### src/odm_pkg.sv
package odm_pkg;

    localparam int POS_WIDTH_DEF   = 24;
    localparam int SPEED_WIDTH_DEF = 16;
    localparam int WINDOW_DEG_DEF  = 5;

    localparam int FULL_TURN  = 360;
    localparam int HEAD_W     = 9;
    localparam int TDIST_W    = 24;
    localparam int TSQ_W      = 2 * TDIST_W;
    localparam int CFG_IDX_W  = 8;
    localparam int CFG_DATA_W = 32;

    localparam logic [CFG_IDX_W-1:0] REG_SPEED         = 8'd0;
    localparam logic [CFG_IDX_W-1:0] REG_TARGET_DIST   = 8'd1;
    localparam logic [CFG_IDX_W-1:0] REG_TARGET_ANGLE  = 8'd2;
    localparam logic [CFG_IDX_W-1:0] REG_ABSOLUTE_MODE = 8'd3;

    localparam logic KIND_START  = 1'b0;
    localparam logic KIND_SAMPLE = 1'b1;

    typedef enum logic [1:0] {
        PH_IDLE     = 2'd0,
        PH_STRAIGHT = 2'd1,
        PH_ROTATE   = 2'd2
    } phase_t;

    typedef struct packed {
        logic has_result;
        logic finished;
    } step_flags_t;

    function automatic logic [HEAD_W-1:0] wrap_heading(input logic [HEAD_W-1:0] h);
        logic [HEAD_W-1:0] turn;
        turn = HEAD_W'(FULL_TURN);
        return (h >= turn) ? h - turn : h;
    endfunction

endpackage

### src/odometry_move_sequencer_core.sv
// Odometry move sequencer.
// Moves are configured through the cfg write channel (speed, target distance,
// target angle, absolute mode); the user must write them only while no move is
// running, as the block itself does not enforce this. On the s_ channel an item
// with tuser low starts a move; an item with tuser high is an odometry sample.
// While a move runs, each sample produces one transfer on the m_ channel
// carrying linear and angular speed; tlast marks the sample that ended the
// move, which carries zero speeds and leaves the block idle. Start items and
// samples taken while idle produce no transfer. An item waits in the input
// register and its result is then registered in the output register, which
// drives m_tvalid. One item is accepted per cycle when the receiver keeps up;
// the squares, compares and heading arithmetic all fit in the single stage
// between the two registers.
// When the receiver stalls, the result waits in the output register and the
// input register takes one more item; once that item needs the output register,
// s_tready drops until the result is taken. Reset clears the configuration,
// leaves the block idle and empties both registers.
module odometry_move_sequencer_core #(
    parameter int POS_WIDTH   = odm_pkg::POS_WIDTH_DEF,
    parameter int SPEED_WIDTH = odm_pkg::SPEED_WIDTH_DEF,
    parameter int WINDOW_DEG  = odm_pkg::WINDOW_DEG_DEF,
    localparam int IN_DATA_W  = ((2 * POS_WIDTH + odm_pkg::HEAD_W + 7) / 8) * 8,
    localparam int OUT_DATA_W = ((2 * SPEED_WIDTH + 7) / 8) * 8
) (
    input  logic                            clk,
    input  logic                            rst_n,
    input  logic                            cfg_valid,
    output logic                            cfg_ready,
    input  logic [odm_pkg::CFG_IDX_W-1:0]   cfg_index,
    input  logic [odm_pkg::CFG_DATA_W-1:0]  cfg_data,
    input  logic                            s_tvalid,
    output logic                            s_tready,
    input  logic [IN_DATA_W-1:0]            s_tdata,   // pos_x, pos_y, heading_deg, zero fill
    input  logic                            s_tuser,   // kind
    output logic                            m_tvalid,
    input  logic                            m_tready,
    output logic [OUT_DATA_W-1:0]           m_tdata,   // linear_speed, angular_speed, zero fill
    output logic                            m_tlast    // move_finished
);

    localparam int P = POS_WIDTH;
    localparam int S = SPEED_WIDTH;

    logic                          in_valid_reg, in_valid_next;
    logic                          in_kind_reg;
    logic signed [P-1:0]           in_x_reg, in_y_reg;
    logic [odm_pkg::HEAD_W-1:0]    in_h_reg;
    logic                          out_valid_reg, out_valid_next;
    logic signed [S-1:0]           out_lin_reg, out_ang_reg;
    logic                          out_fin_reg;

    logic signed [S-1:0]           speed;
    logic [odm_pkg::TSQ_W-1:0]     target_dist_sq;
    logic [odm_pkg::HEAD_W-1:0]    target_angle;
    logic                          absolute_mode;
    odm_pkg::step_flags_t          flags;
    logic signed [S-1:0]           lin, ang;
    logic                          s_accept, out_free, fire, load_out;

    assign cfg_ready = 1'b1;

    odm_cfg_regs #(
        .SPEED_WIDTH(S)
    ) u_cfg (
        .clk            (clk),
        .rst_n          (rst_n),
        .cfg_valid      (cfg_valid),
        .cfg_index      (cfg_index),
        .cfg_data       (cfg_data),
        .speed          (speed),
        .target_dist_sq (target_dist_sq),
        .target_angle   (target_angle),
        .absolute_mode  (absolute_mode)
    );

    odm_move_ctrl #(
        .POS_WIDTH   (P),
        .SPEED_WIDTH (S),
        .WINDOW_DEG  (WINDOW_DEG)
    ) u_ctrl (
        .clk            (clk),
        .rst_n          (rst_n),
        .fire           (fire),
        .kind           (in_kind_reg),
        .pos_x          (in_x_reg),
        .pos_y          (in_y_reg),
        .heading_deg    (in_h_reg),
        .speed          (speed),
        .target_dist_sq (target_dist_sq),
        .target_angle   (target_angle),
        .absolute_mode  (absolute_mode),
        .flags          (flags),
        .linear_speed   (lin),
        .angular_speed  (ang)
    );

    assign out_free = !out_valid_reg || m_tready;
    assign fire     = in_valid_reg && (!flags.has_result || out_free);
    assign load_out = fire && flags.has_result;
    assign s_tready = !in_valid_reg || fire;
    assign s_accept = s_tvalid && s_tready;

    always_comb
    begin
        in_valid_next = in_valid_reg;
        if (s_accept)
        begin
            in_valid_next = 1'b1;
        end
        else if (fire)
        begin
            in_valid_next = 1'b0;
        end
        out_valid_next = out_valid_reg;
        if (load_out)
        begin
            out_valid_next = 1'b1;
        end
        else if (m_tready)
        begin
            out_valid_next = 1'b0;
        end
    end

    always_ff @(posedge clk or negedge rst_n)
    begin
        if (!rst_n)
        begin
            in_valid_reg  <= 1'b0;
            out_valid_reg <= 1'b0;
        end
        else
        begin
            in_valid_reg  <= in_valid_next;
            out_valid_reg <= out_valid_next;
        end
    end

    always_ff @(posedge clk)
    begin
        if (s_accept)
        begin
            in_kind_reg <= s_tuser;
            in_x_reg    <= s_tdata[P-1:0];
            in_y_reg    <= s_tdata[2*P-1:P];
            in_h_reg    <= s_tdata[2*P+odm_pkg::HEAD_W-1:2*P];
        end
        if (load_out)
        begin
            out_lin_reg <= lin;
            out_ang_reg <= ang;
            out_fin_reg <= flags.finished;
        end
    end

    assign m_tvalid = out_valid_reg;
    assign m_tdata  = OUT_DATA_W'({out_ang_reg, out_lin_reg});
    assign m_tlast  = out_fin_reg;

`ifndef SYNTHESIS
    // A finishing result always carries zero speeds.
    assert property (@(posedge clk) disable iff (!rst_n)
        (m_tvalid && m_tlast) |-> (m_tdata == '0))
        else $error("finishing result carries a nonzero speed");

    // Linear and angular commands are never issued together.
    assert property (@(posedge clk) disable iff (!rst_n)
        m_tvalid |-> ((out_lin_reg == '0) || (out_ang_reg == '0)))
        else $error("linear and angular speed both nonzero");

    // Start items never wait on the output side.
    assert property (@(posedge clk) disable iff (!rst_n)
        (in_valid_reg && (in_kind_reg == odm_pkg::KIND_START)) |-> fire)
        else $error("start item stalled");
`endif

endmodule

### src/odm_cfg_regs.sv
module odm_cfg_regs #(
    parameter int SPEED_WIDTH = odm_pkg::SPEED_WIDTH_DEF
) (
    input  logic                             clk,
    input  logic                             rst_n,
    input  logic                             cfg_valid,
    input  logic [odm_pkg::CFG_IDX_W-1:0]    cfg_index,
    input  logic [odm_pkg::CFG_DATA_W-1:0]   cfg_data,
    output logic signed [SPEED_WIDTH-1:0]    speed,
    output logic [odm_pkg::TSQ_W-1:0]        target_dist_sq,
    output logic [odm_pkg::HEAD_W-1:0]       target_angle,
    output logic                             absolute_mode
);

    logic signed [SPEED_WIDTH-1:0]  speed_reg, speed_next;
    logic [odm_pkg::TSQ_W-1:0]      tsq_reg, tsq_next;
    logic [odm_pkg::HEAD_W-1:0]     angle_reg, angle_next;
    logic                           abs_reg, abs_next;
    logic [odm_pkg::TDIST_W-1:0]    tdist_wr;

    assign tdist_wr = cfg_data[odm_pkg::TDIST_W-1:0];

    // The squared distance is formed once per write, so no sample needs a third square.
    always_comb
    begin
        speed_next = speed_reg;
        tsq_next   = tsq_reg;
        angle_next = angle_reg;
        abs_next   = abs_reg;
        if (cfg_valid)
        begin
            unique case (cfg_index)
                odm_pkg::REG_SPEED:         speed_next = cfg_data[SPEED_WIDTH-1:0];
                odm_pkg::REG_TARGET_DIST:   tsq_next = odm_pkg::TSQ_W'(tdist_wr)
                                                     * odm_pkg::TSQ_W'(tdist_wr);
                odm_pkg::REG_TARGET_ANGLE:  angle_next = cfg_data[odm_pkg::HEAD_W-1:0];
                odm_pkg::REG_ABSOLUTE_MODE: abs_next = cfg_data[0];
                default:                    ;
            endcase
        end
    end

    always_ff @(posedge clk or negedge rst_n)
    begin
        if (!rst_n)
        begin
            speed_reg <= '0;
            tsq_reg   <= '0;
            angle_reg <= '0;
            abs_reg   <= 1'b0;
        end
        else
        begin
            speed_reg <= speed_next;
            tsq_reg   <= tsq_next;
            angle_reg <= angle_next;
            abs_reg   <= abs_next;
        end
    end

    assign speed          = speed_reg;
    assign target_dist_sq = tsq_reg;
    assign target_angle   = angle_reg;
    assign absolute_mode  = abs_reg;

endmodule

### src/odm_move_ctrl.sv
module odm_move_ctrl #(
    parameter int POS_WIDTH   = odm_pkg::POS_WIDTH_DEF,
    parameter int SPEED_WIDTH = odm_pkg::SPEED_WIDTH_DEF,
    parameter int WINDOW_DEG  = odm_pkg::WINDOW_DEG_DEF
) (
    input  logic                           clk,
    input  logic                           rst_n,
    input  logic                           fire,
    input  logic                           kind,
    input  logic signed [POS_WIDTH-1:0]    pos_x,
    input  logic signed [POS_WIDTH-1:0]    pos_y,
    input  logic [odm_pkg::HEAD_W-1:0]     heading_deg,
    input  logic signed [SPEED_WIDTH-1:0]  speed,
    input  logic [odm_pkg::TSQ_W-1:0]      target_dist_sq,
    input  logic [odm_pkg::HEAD_W-1:0]     target_angle,
    input  logic                           absolute_mode,
    output odm_pkg::step_flags_t           flags,
    output logic signed [SPEED_WIDTH-1:0]  linear_speed,
    output logic signed [SPEED_WIDTH-1:0]  angular_speed
);

    localparam int DIFF_W = POS_WIDTH + 1;
    localparam int SQ_W   = 2 * DIFF_W;
    localparam int SUM_W  = SQ_W + 1;
    localparam int CMP_W  = (SUM_W > odm_pkg::TSQ_W) ? SUM_W : odm_pkg::TSQ_W;
    localparam int HW     = odm_pkg::HEAD_W;
    localparam int AW     = HW + 1;
    localparam logic [AW-1:0] TURN_A    = AW'(odm_pkg::FULL_TURN);
    localparam logic [AW-1:0] WIN_A     = AW'(WINDOW_DEG);
    localparam logic [AW-1:0] TURN_LESS = AW'(odm_pkg::FULL_TURN - WINDOW_DEG);

    odm_pkg::phase_t              phase_reg, phase_next;
    logic                         captured_reg, captured_next;
    logic signed [POS_WIDTH-1:0]  start_x_reg, start_y_reg;
    logic [HW-1:0]                start_h_reg;

    logic                         active;
    logic [HW-1:0]                cur_h, eff_h;
    logic signed [POS_WIDTH-1:0]  eff_x, eff_y;
    logic signed [DIFF_W-1:0]     dx_s, dy_s;
    logic [DIFF_W-1:0]            mag_x, mag_y;
    logic [SQ_W-1:0]              sq_x, sq_y;
    logic [SUM_W-1:0]             dist_sq;
    logic                         in_reach;
    logic [AW-1:0]                d_raw, d_wrap, a_ext, cur_ext, hi, lo;
    logic                         rel_done, abs_done, rot_done;

    assign active = (phase_reg == odm_pkg::PH_STRAIGHT) || (phase_reg == odm_pkg::PH_ROTATE);

    // The first sample of a move is its own start pose.
    assign cur_h = odm_pkg::wrap_heading(heading_deg);
    assign eff_x = captured_reg ? start_x_reg : pos_x;
    assign eff_y = captured_reg ? start_y_reg : pos_y;
    assign eff_h = captured_reg ? start_h_reg : cur_h;

    assign dx_s  = DIFF_W'(pos_x) - DIFF_W'(eff_x);
    assign dy_s  = DIFF_W'(pos_y) - DIFF_W'(eff_y);
    assign mag_x = dx_s[DIFF_W-1] ? DIFF_W'(-dx_s) : DIFF_W'(dx_s);
    assign mag_y = dy_s[DIFF_W-1] ? DIFF_W'(-dy_s) : DIFF_W'(dy_s);
    assign sq_x  = SQ_W'(mag_x) * SQ_W'(mag_x);
    assign sq_y  = SQ_W'(mag_y) * SQ_W'(mag_y);
    assign dist_sq  = SUM_W'(sq_x) + SUM_W'(sq_y);
    assign in_reach = CMP_W'(dist_sq) < CMP_W'(target_dist_sq);

    assign cur_ext  = AW'(cur_h);
    assign a_ext    = AW'(target_angle);
    assign d_raw    = cur_ext - AW'(eff_h);
    assign d_wrap   = d_raw[AW-1] ? d_raw + TURN_A : d_raw;
    assign rel_done = d_wrap >= a_ext;

    assign hi = (a_ext >= TURN_LESS) ? a_ext - TURN_LESS : a_ext + WIN_A;
    assign lo = (a_ext <= WIN_A) ? a_ext + TURN_LESS : a_ext - WIN_A;
    assign abs_done = (hi > lo) ? ((cur_ext > lo) && (cur_ext < hi))
                                : ((cur_ext > lo) || (cur_ext < hi));
    assign rot_done = absolute_mode ? abs_done : rel_done;

    always_comb
    begin
        phase_next    = phase_reg;
        captured_next = captured_reg;
        if (fire)
        begin
            if (kind == odm_pkg::KIND_START)
            begin
                phase_next = (target_angle != '0) ? odm_pkg::PH_ROTATE : odm_pkg::PH_STRAIGHT;
            end
            else if (active)
            begin
                captured_next = !flags.finished;
                if (flags.finished)
                begin
                    phase_next = odm_pkg::PH_IDLE;
                end
            end
        end
    end

    always_comb
    begin
        flags.has_result = (kind == odm_pkg::KIND_SAMPLE) && active;
        flags.finished   = 1'b0;
        linear_speed     = '0;
        angular_speed    = '0;
        unique case (phase_reg)
            odm_pkg::PH_STRAIGHT:
            begin
                flags.finished = flags.has_result && !in_reach;
                linear_speed   = in_reach ? speed : '0;
            end
            odm_pkg::PH_ROTATE:
            begin
                flags.finished = flags.has_result && rot_done;
                angular_speed  = rot_done ? '0 : speed;
            end
            default: ;
        endcase
    end

    always_ff @(posedge clk or negedge rst_n)
    begin
        if (!rst_n)
        begin
            phase_reg    <= odm_pkg::PH_IDLE;
            captured_reg <= 1'b0;
        end
        else
        begin
            phase_reg    <= phase_next;
            captured_reg <= captured_next;
        end
    end

    always_ff @(posedge clk)
    begin
        if (fire && flags.has_result && !captured_reg)
        begin
            start_x_reg <= pos_x;
            start_y_reg <= pos_y;
            start_h_reg <= cur_h;
        end
    end

endmodule
### config.mk
export PLATFORM = sky130hd
export DESIGN_NAME = odometry_move_sequencer_core
export DESIGN_NICKNAME = d
export VERILOG_FILES = /design/src/odm_pkg.sv /design/src/odometry_move_sequencer_core.sv /design/src/odm_cfg_regs.sv /design/src/odm_move_ctrl.sv
export SDC_FILE = /design/constraint.sdc
export NUM_CORES = 2
export LEC_CHECK = 0
export BUFFER_PORTS_ARGS = -buffer_cell sky130_fd_sc_hd__buf_2
export CAP_MARGIN = 40
export CORE_MARGIN = 5
export CORE_UTILIZATION = 40
export DETAILED_ROUTE_END_ITERATION = 10
export GPL_ROUTABILITY_DRIVEN = 0
export SLEW_MARGIN = 40
export SYNTH_ARGS = -nofsm -noshare
export SYNTH_HDL_FRONTEND = slang
export SYNTH_SLANG_ARGS = --single-unit
### constraint.sdc
create_clock -name clk -period 35.1 [get_ports clk]
set_clock_uncertainty 0.15 [all_clocks]
set_input_delay 3.51 -clock clk [delete_from_list [all_inputs] [get_ports clk]]
set_output_delay 3.51 -clock clk [all_outputs]
set_load 0.1 [all_outputs]
**After elaboration in Yosys (flattened, before gate mapping)**

Index checks and enable logic that the tools add are counted.

- Bitwise gates (word level): 1
- Add/sub/neg operators: 12
- Reductions and logical operators: 31
- Multiplexer cells: 20
- Eq/ne operators: 7
- $mul: 3
- Order comparisons: 8

Operators with widths:

| kind | number |
|---|---|
| multiplier 25 x 25 -> 50 bit | 2 |
| adder 50 x 50 -> 51 bit | 1 |
| < comparator 51 x 48 -> 1 bit | 1 |
| 2-to-1 mux 25 bit | 2 |
| negator 25 bit | 2 |
| subtractor 24 x 24 -> 25 bit | 2 |
| multiplier 24 x 24 -> 48 bit | 1 |
| 2-to-1 mux 24 bit | 2 |
| 2-to-1 mux 10 bit | 3 |
| greater-or-equal comparator 9 bit (second input constant) | 2 |
| 2-to-1 mux 9 bit | 2 |
| == test 8 x 2 -> 1 bit (second input constant) | 2 |
| adder 10 x 9 -> 10 bit (second input constant) | 1 |
| adder 9 x 3 -> 10 bit (second input constant) | 1 |
| adder 9 x 9 -> 10 bit (second input constant) | 1 |
| greater-or-equal comparator 10 x 9 -> 1 bit | 1 |
| greater-than comparator 10 bit | 1 |
| greater-than comparator 9 x 10 -> 1 bit | 1 |
| < comparator 9 x 10 -> 1 bit | 1 |
| AND reduction 2 bit | 5 |
| subtractor 9 x 3 -> 10 bit (second input constant) | 1 |
| subtractor 9 x 9 -> 10 bit | 1 |
| subtractor 9 x 9 -> 10 bit (second input constant) | 1 |
| <= comparator 9 x 3 -> 1 bit (second input constant) | 1 |
| 17 further kinds | 44 |

- Logic and storage cells: 100
- Input bits: 110
- Output and inout bits: 36
- Flip-flop bits (word level): 227

**Longest topological paths before layout**

- Word-level depth: 13
- Depth in mapped cells: 63
- Depth with buffers taken out: 59

**Cells and area by module**

Synthesis repeated with hierarchy kept, for this count alone.

- Cell total of the unflattened synthesis: 7165
- Area total of the unflattened synthesis: 67385.9 um2

Modules (own cells, without submodules):

| module | sequential area each (um2) | cells an instance | times used | area each (um2) |
|---|---|---|---|---|
| odm_move_ctrl | 1786.7 | 4948 | 1 | 44928.1 |
| odm_cfg_regs | 1826.8 | 2114 | 1 | 19596.3 |
| odometry_move_sequencer_core | 2782.7 | 103 | 1 | 2861.5 |

**Least setup slack after synthesis**

No wires, ideal clock.

- Path type: reg-to-reg
- Start: register u_ctrl.captured_reg
- End: register u_ctrl.phase_reg[1]
- Period minus slack after synthesis: 13.614 ns
- Slack: 21.486 ns
- Required time: 34.885 ns
- Arrival time: 13.399 ns
- Stages on the path, launching flop included: 55
- Path buffers: 3
- Setup time: 0.065 ns
- Cells stage by stage: dfrtp_1 clkbuf_1 buf_1 mux2i_1 ha_1 nor2b_1 o21ai_2 a21boi_1 o31ai_2 a31oi_2 o41a_1 xor2_1 or4b_1 buf_2 nor2b_1 a21oi_1 xor2_1 clkinv_1 [19 not listed] a21o_1 nand2_1 a21oi_1 o21bai_1 a31oi_1 o21bai_1 a21oi_1 xnor2_1 ha_1 a21o_1 a21o_1 a21oi_1 nor2_1 a41oi_1 o311ai_0 or4_1 o211ai_1 o211a_1

- Word-level cells in the longest chain between the ends: 12
- Elaborated cells on any way between the ends: 24
- Classes of those cells: add/sub (7); mul (2); order compare (2); eq/ne (1); mux (8); reduce/logical (4)

Ends and longest elaborated chain:

| what | RTL line | RTL |
|---|---|---|
| from (decl) | odm_move_ctrl.sv:33 | `logic captured_reg, captured_next;` |
| from (signal assigned) | odm_move_ctrl.sv:129 | `captured_reg <= captured_next;` |
| 2-to-1 mux 24 bit, on equally long branches | odm_move_ctrl.sv:52, odm_move_ctrl.sv:53 |  |
| subtractor 24 x 24 -> 25 bit, on equally long branches | odm_move_ctrl.sv:56, odm_move_ctrl.sv:57 |  |
| negator 25 bit, on equally long branches | odm_move_ctrl.sv:58, odm_move_ctrl.sv:59 |  |
| 2-to-1 mux 25 bit, on equally long branches | odm_move_ctrl.sv:58, odm_move_ctrl.sv:59 |  |
| multiplier 25 x 25 -> 50 bit, on equally long branches | odm_move_ctrl.sv:60, odm_move_ctrl.sv:61 |  |
| adder 50 x 50 -> 51 bit | odm_move_ctrl.sv:62 | `assign dist_sq = SUM_W'(sq_x) + SUM_W'(sq_y);` |
| < comparator 51 x 48 -> 1 bit | odm_move_ctrl.sv:63 | `assign in_reach = CMP_W'(dist_sq) < CMP_W'(target_dist_sq);` |
| logical NOT 1 bit | odm_move_ctrl.sv:107 | `flags.finished = flags.has_result && !in_reach;` |
| logical AND 1 bit | odm_move_ctrl.sv:107 |  |
| case mux 1 bit (2 select lines) * | odm_move_ctrl.sv:104 | `unique case (phase_reg)` |
| inequality test 2 x 1 -> 1 bit (no line) * | - |  |
| AND reduction 3 bit (no line) * | - |  |
| to (signal assigned) | odm_move_ctrl.sv:123 | `phase_reg <= odm_pkg::PH_IDLE;` |
| to (signal assigned) | odm_move_ctrl.sv:128 | `phase_reg <= phase_next;` |
| to (decl) | odm_move_ctrl.sv:32 | `odm_pkg::phase_t phase_reg, phase_next;` |

Every way passes the cells marked *; elsewhere a longest branch is shown, timed or not.
A chain may end at the register's enable or synchronous reset.

**Worst setup path in the final report**

Same ends and word-level chain as after synthesis.

==> results.md <==
* CTS tree: built
* R2r worst-path depth at 51
* Worst path bufs/invs at 7
* Dpl cells at 9,140
* Largest net degree at the start of global routing at 91
* Ranking of synthesized cells by area: fa_1 (44%), ha_1 (13%), inv_1 (11%), edfxtp_1 (6.7%), nand2_1 (3.1%)
* Worst slew pin tran at 830.6 ps
* Cell count after synthesis at 6,901
* Worst Hold Launch: in_x_reg[0]
* Setup TNS at 0 ps
* Startpoint Class: register
* Max Clock Freq at 60.46 MHz
* Row count at 149
* Clock sink count at 226
* Post-synth ARST share at 34.51%
* Post-synth top area cell: fa_1
* Crit Path Category: register to register
* FF-to-FF End: u_ctrl.phase_reg[1]
* Final setup fails at 0
* IO Count at 146
* Final Util at 42.78%
* WL final at 168.4 mm
* Clk root buf: clkbuf_16
* Initial antenna violation count at 2
* Crit path capture type: register
* Hold Path Stages at 0
* Core Region at 164,400 sq um
* Primary FF master, synth: edfxtp_1
* Status: complete, no violations
* Slew Viols, Final at 0
* Overall Global Routing Usage at 19.97%
* Vias in the first global route at 50,220
* CP required at 35,490 ps
* Seq/Total Area, Yosys at 9.697%
* Die H at 416.1 um
* DR vias at 45,380
* Yosys warnings at 0
* Pre-antenna DRT Iters at 5
* Post-CTS resize count at 0
* Hold Vio Cnt, Final at 0
* CP Data Arrival Time at 16,930 ps
* Worst path max stage delay at 760 ps
* Crit-path most repeated cell: fa_1
* Starting Density at 40.11%
* RSZ-0062 raised after global routing: no
* ANT nets after route at 0
* Initial DRC Count at 2,543
* First-pass GRT wire length at 275.7 mm
* CP max-delay cell: dfrtp_4
* Critical path fanouts, max at 33
* H-tree depth at 1
* Wire length per cell at 18.32 um
* R2R setup slack at 18,560 ps
* Post-synth top area share at 44.28%
* Synth Area per Inst at 9.558 sq um
* IO buf count at 129
* CTS Buffer Depth at 3
* Hold Path Class: register to register
* Syn-to-layout area delta at 6.658%
* DRC Markers at 0
* Post-synthesis cell area at 65,960 sq um
* Non-Filler Instances at 9,190
* Synthesized flop and latch total at 226
* Final global-route overflow total at 0
* Post-synth cell types at 97
* Worst r2r src: u_ctrl.captured_reg
* Critical path's top delay family: adder cells
* Slew margin rel. at 44.57%
* Die footprint at 173,100 sq um
* Final Net Count at 9,244
* Number of synthesized flops with an enable pin at 148
* Destination of the worst hold path: u_ctrl.start_x_reg[0]
* Clk Latency, worst-skew pair at 620 ps
* Max reg flops at 47
* Maxcap violations at 0
* Avg Vias per Cell at 4.938
* CP Launch Point: u_ctrl.captured_reg
* Share of layout cells above drive strength 1 at 4.956%
* Die Width at 416.1 um
* Reg clk slew, reported paths at 60 ps
* ANT cells at 0
* Cts hold-fix bufs at 0
* CTS Buf Count at 27
* Post-CTS setup buffer count at 0
* Hpwl dp at 142.7 mm
* Final worst-path cycle share at 47.12%
* Fin crit period at 16,540 ps
## Yosys cell counts, types with 9 or more instances
master / instances
a211oi_1: 21
a21boi_0: 10
a21o_1: 113
a21oi_1: 169
a31oi_1: 15
and2_1: 158
and3_1: 29
buf_2: 19
clkbuf_1: 160
dfrtp_1: 78
edfxtp_1: 148
fa_1: 1459
ha_1: 695
inv_1: 1906
mux2_2: 32
mux2i_1: 56
nand2_1: 540
nand2b_1: 42
nand3_1: 45
nand4_1: 25
nor2_1: 476
nor2b_1: 44
nor3_1: 36
nor4_1: 11
o211ai_1: 9
o21a_1: 34
o21ai_0: 130
o21ai_1: 10
o21bai_1: 19
o31ai_1: 11
or2_2: 13
or3_1: 15
xnor2_1: 128
xor2_1: 86
## per-layer routing
metal,track usage [%],wire length [um],up-vias
met2,32.30,76310,1268
met1,28.06,75230,22980
li1,-,-,20890
met4,4.809,5072,0
met5,0,0,-
met3,3.511,11760,240
## kinds of logic (layout without fill, tap and decap cells)
group | after synthesis | in the layout | synth area share (%)
compound gates | 632 | 632 | 6.328
xor+xnor | 215 | 215 | 2.866
fa+ha+maj | 2155 | 2155 | 57.48
buf+inv | 2109 | 2173 | 12.08
flops | 226 | 226 | 9.697
mux | 88 | 88 | 1.396
other cells | 2 | 38 | 0.01139
simple gates | 1474 | 1474 | 10.14
## metrics by stage
step,area [sq um],hold slack [ps],setup slack [ps]
2_1_floorplan,66090,276.4,21490
3_3_place_gp,69360,282.5,18630
3_5_place_dp,69400,295.2,18580
4_1_cts,70330,309.4,18520
5_1_grt,70350,329.3,17570
6_report,70350,305.1,18560
## area by class of cell
cell class / count / area (sq um)
Clock inverter: 16 / 217.7
Inverter: 1918 / 7199
Fill cell: 16110 / 94080
Timing Repair Buffer: 205 / 1216
Clock buffer: 34 / 711.9
Tap cell: 2189 / 2739
Multi-Input combinational cell: 4602 / 51870
Sequential cell: 226 / 6400
## placed cells by master (no fill, tap or decap), types with 76 or more instances in the layout
master	Yosys	final
inv_1	1906	1906
buf_4	1	76
and2_1	158	158
a21oi_1	169	168
o21ai_0	130	128
nor2_1	476	475
ha_1	695	695
buf_2	19	129
fa_1	1459	1459
xor2_1	86	81
xnor2_1	128	125
nand2_1	540	540
a21o_1	113	113
dfrtp_1	78	77
edfxtp_1	148	148
## worst max-delay path by stage
stage,cells past startpoint,endpoint,slack [ps]
after detailed placement,48,u_ctrl.phase_reg[1],18580
final,51,u_ctrl.phase_reg[1],18560
after CTS,48,u_ctrl.phase_reg[1],18520
after floorplan,54,u_ctrl.phase_reg[1],21490
after global routing,53,u_ctrl.phase_reg[0],17570
after global placement,50,u_ctrl.phase_reg[1],18630
Power is not shown: default switching activity piles up to over one toggle a cycle in this logic, so the estimate is an artifact.
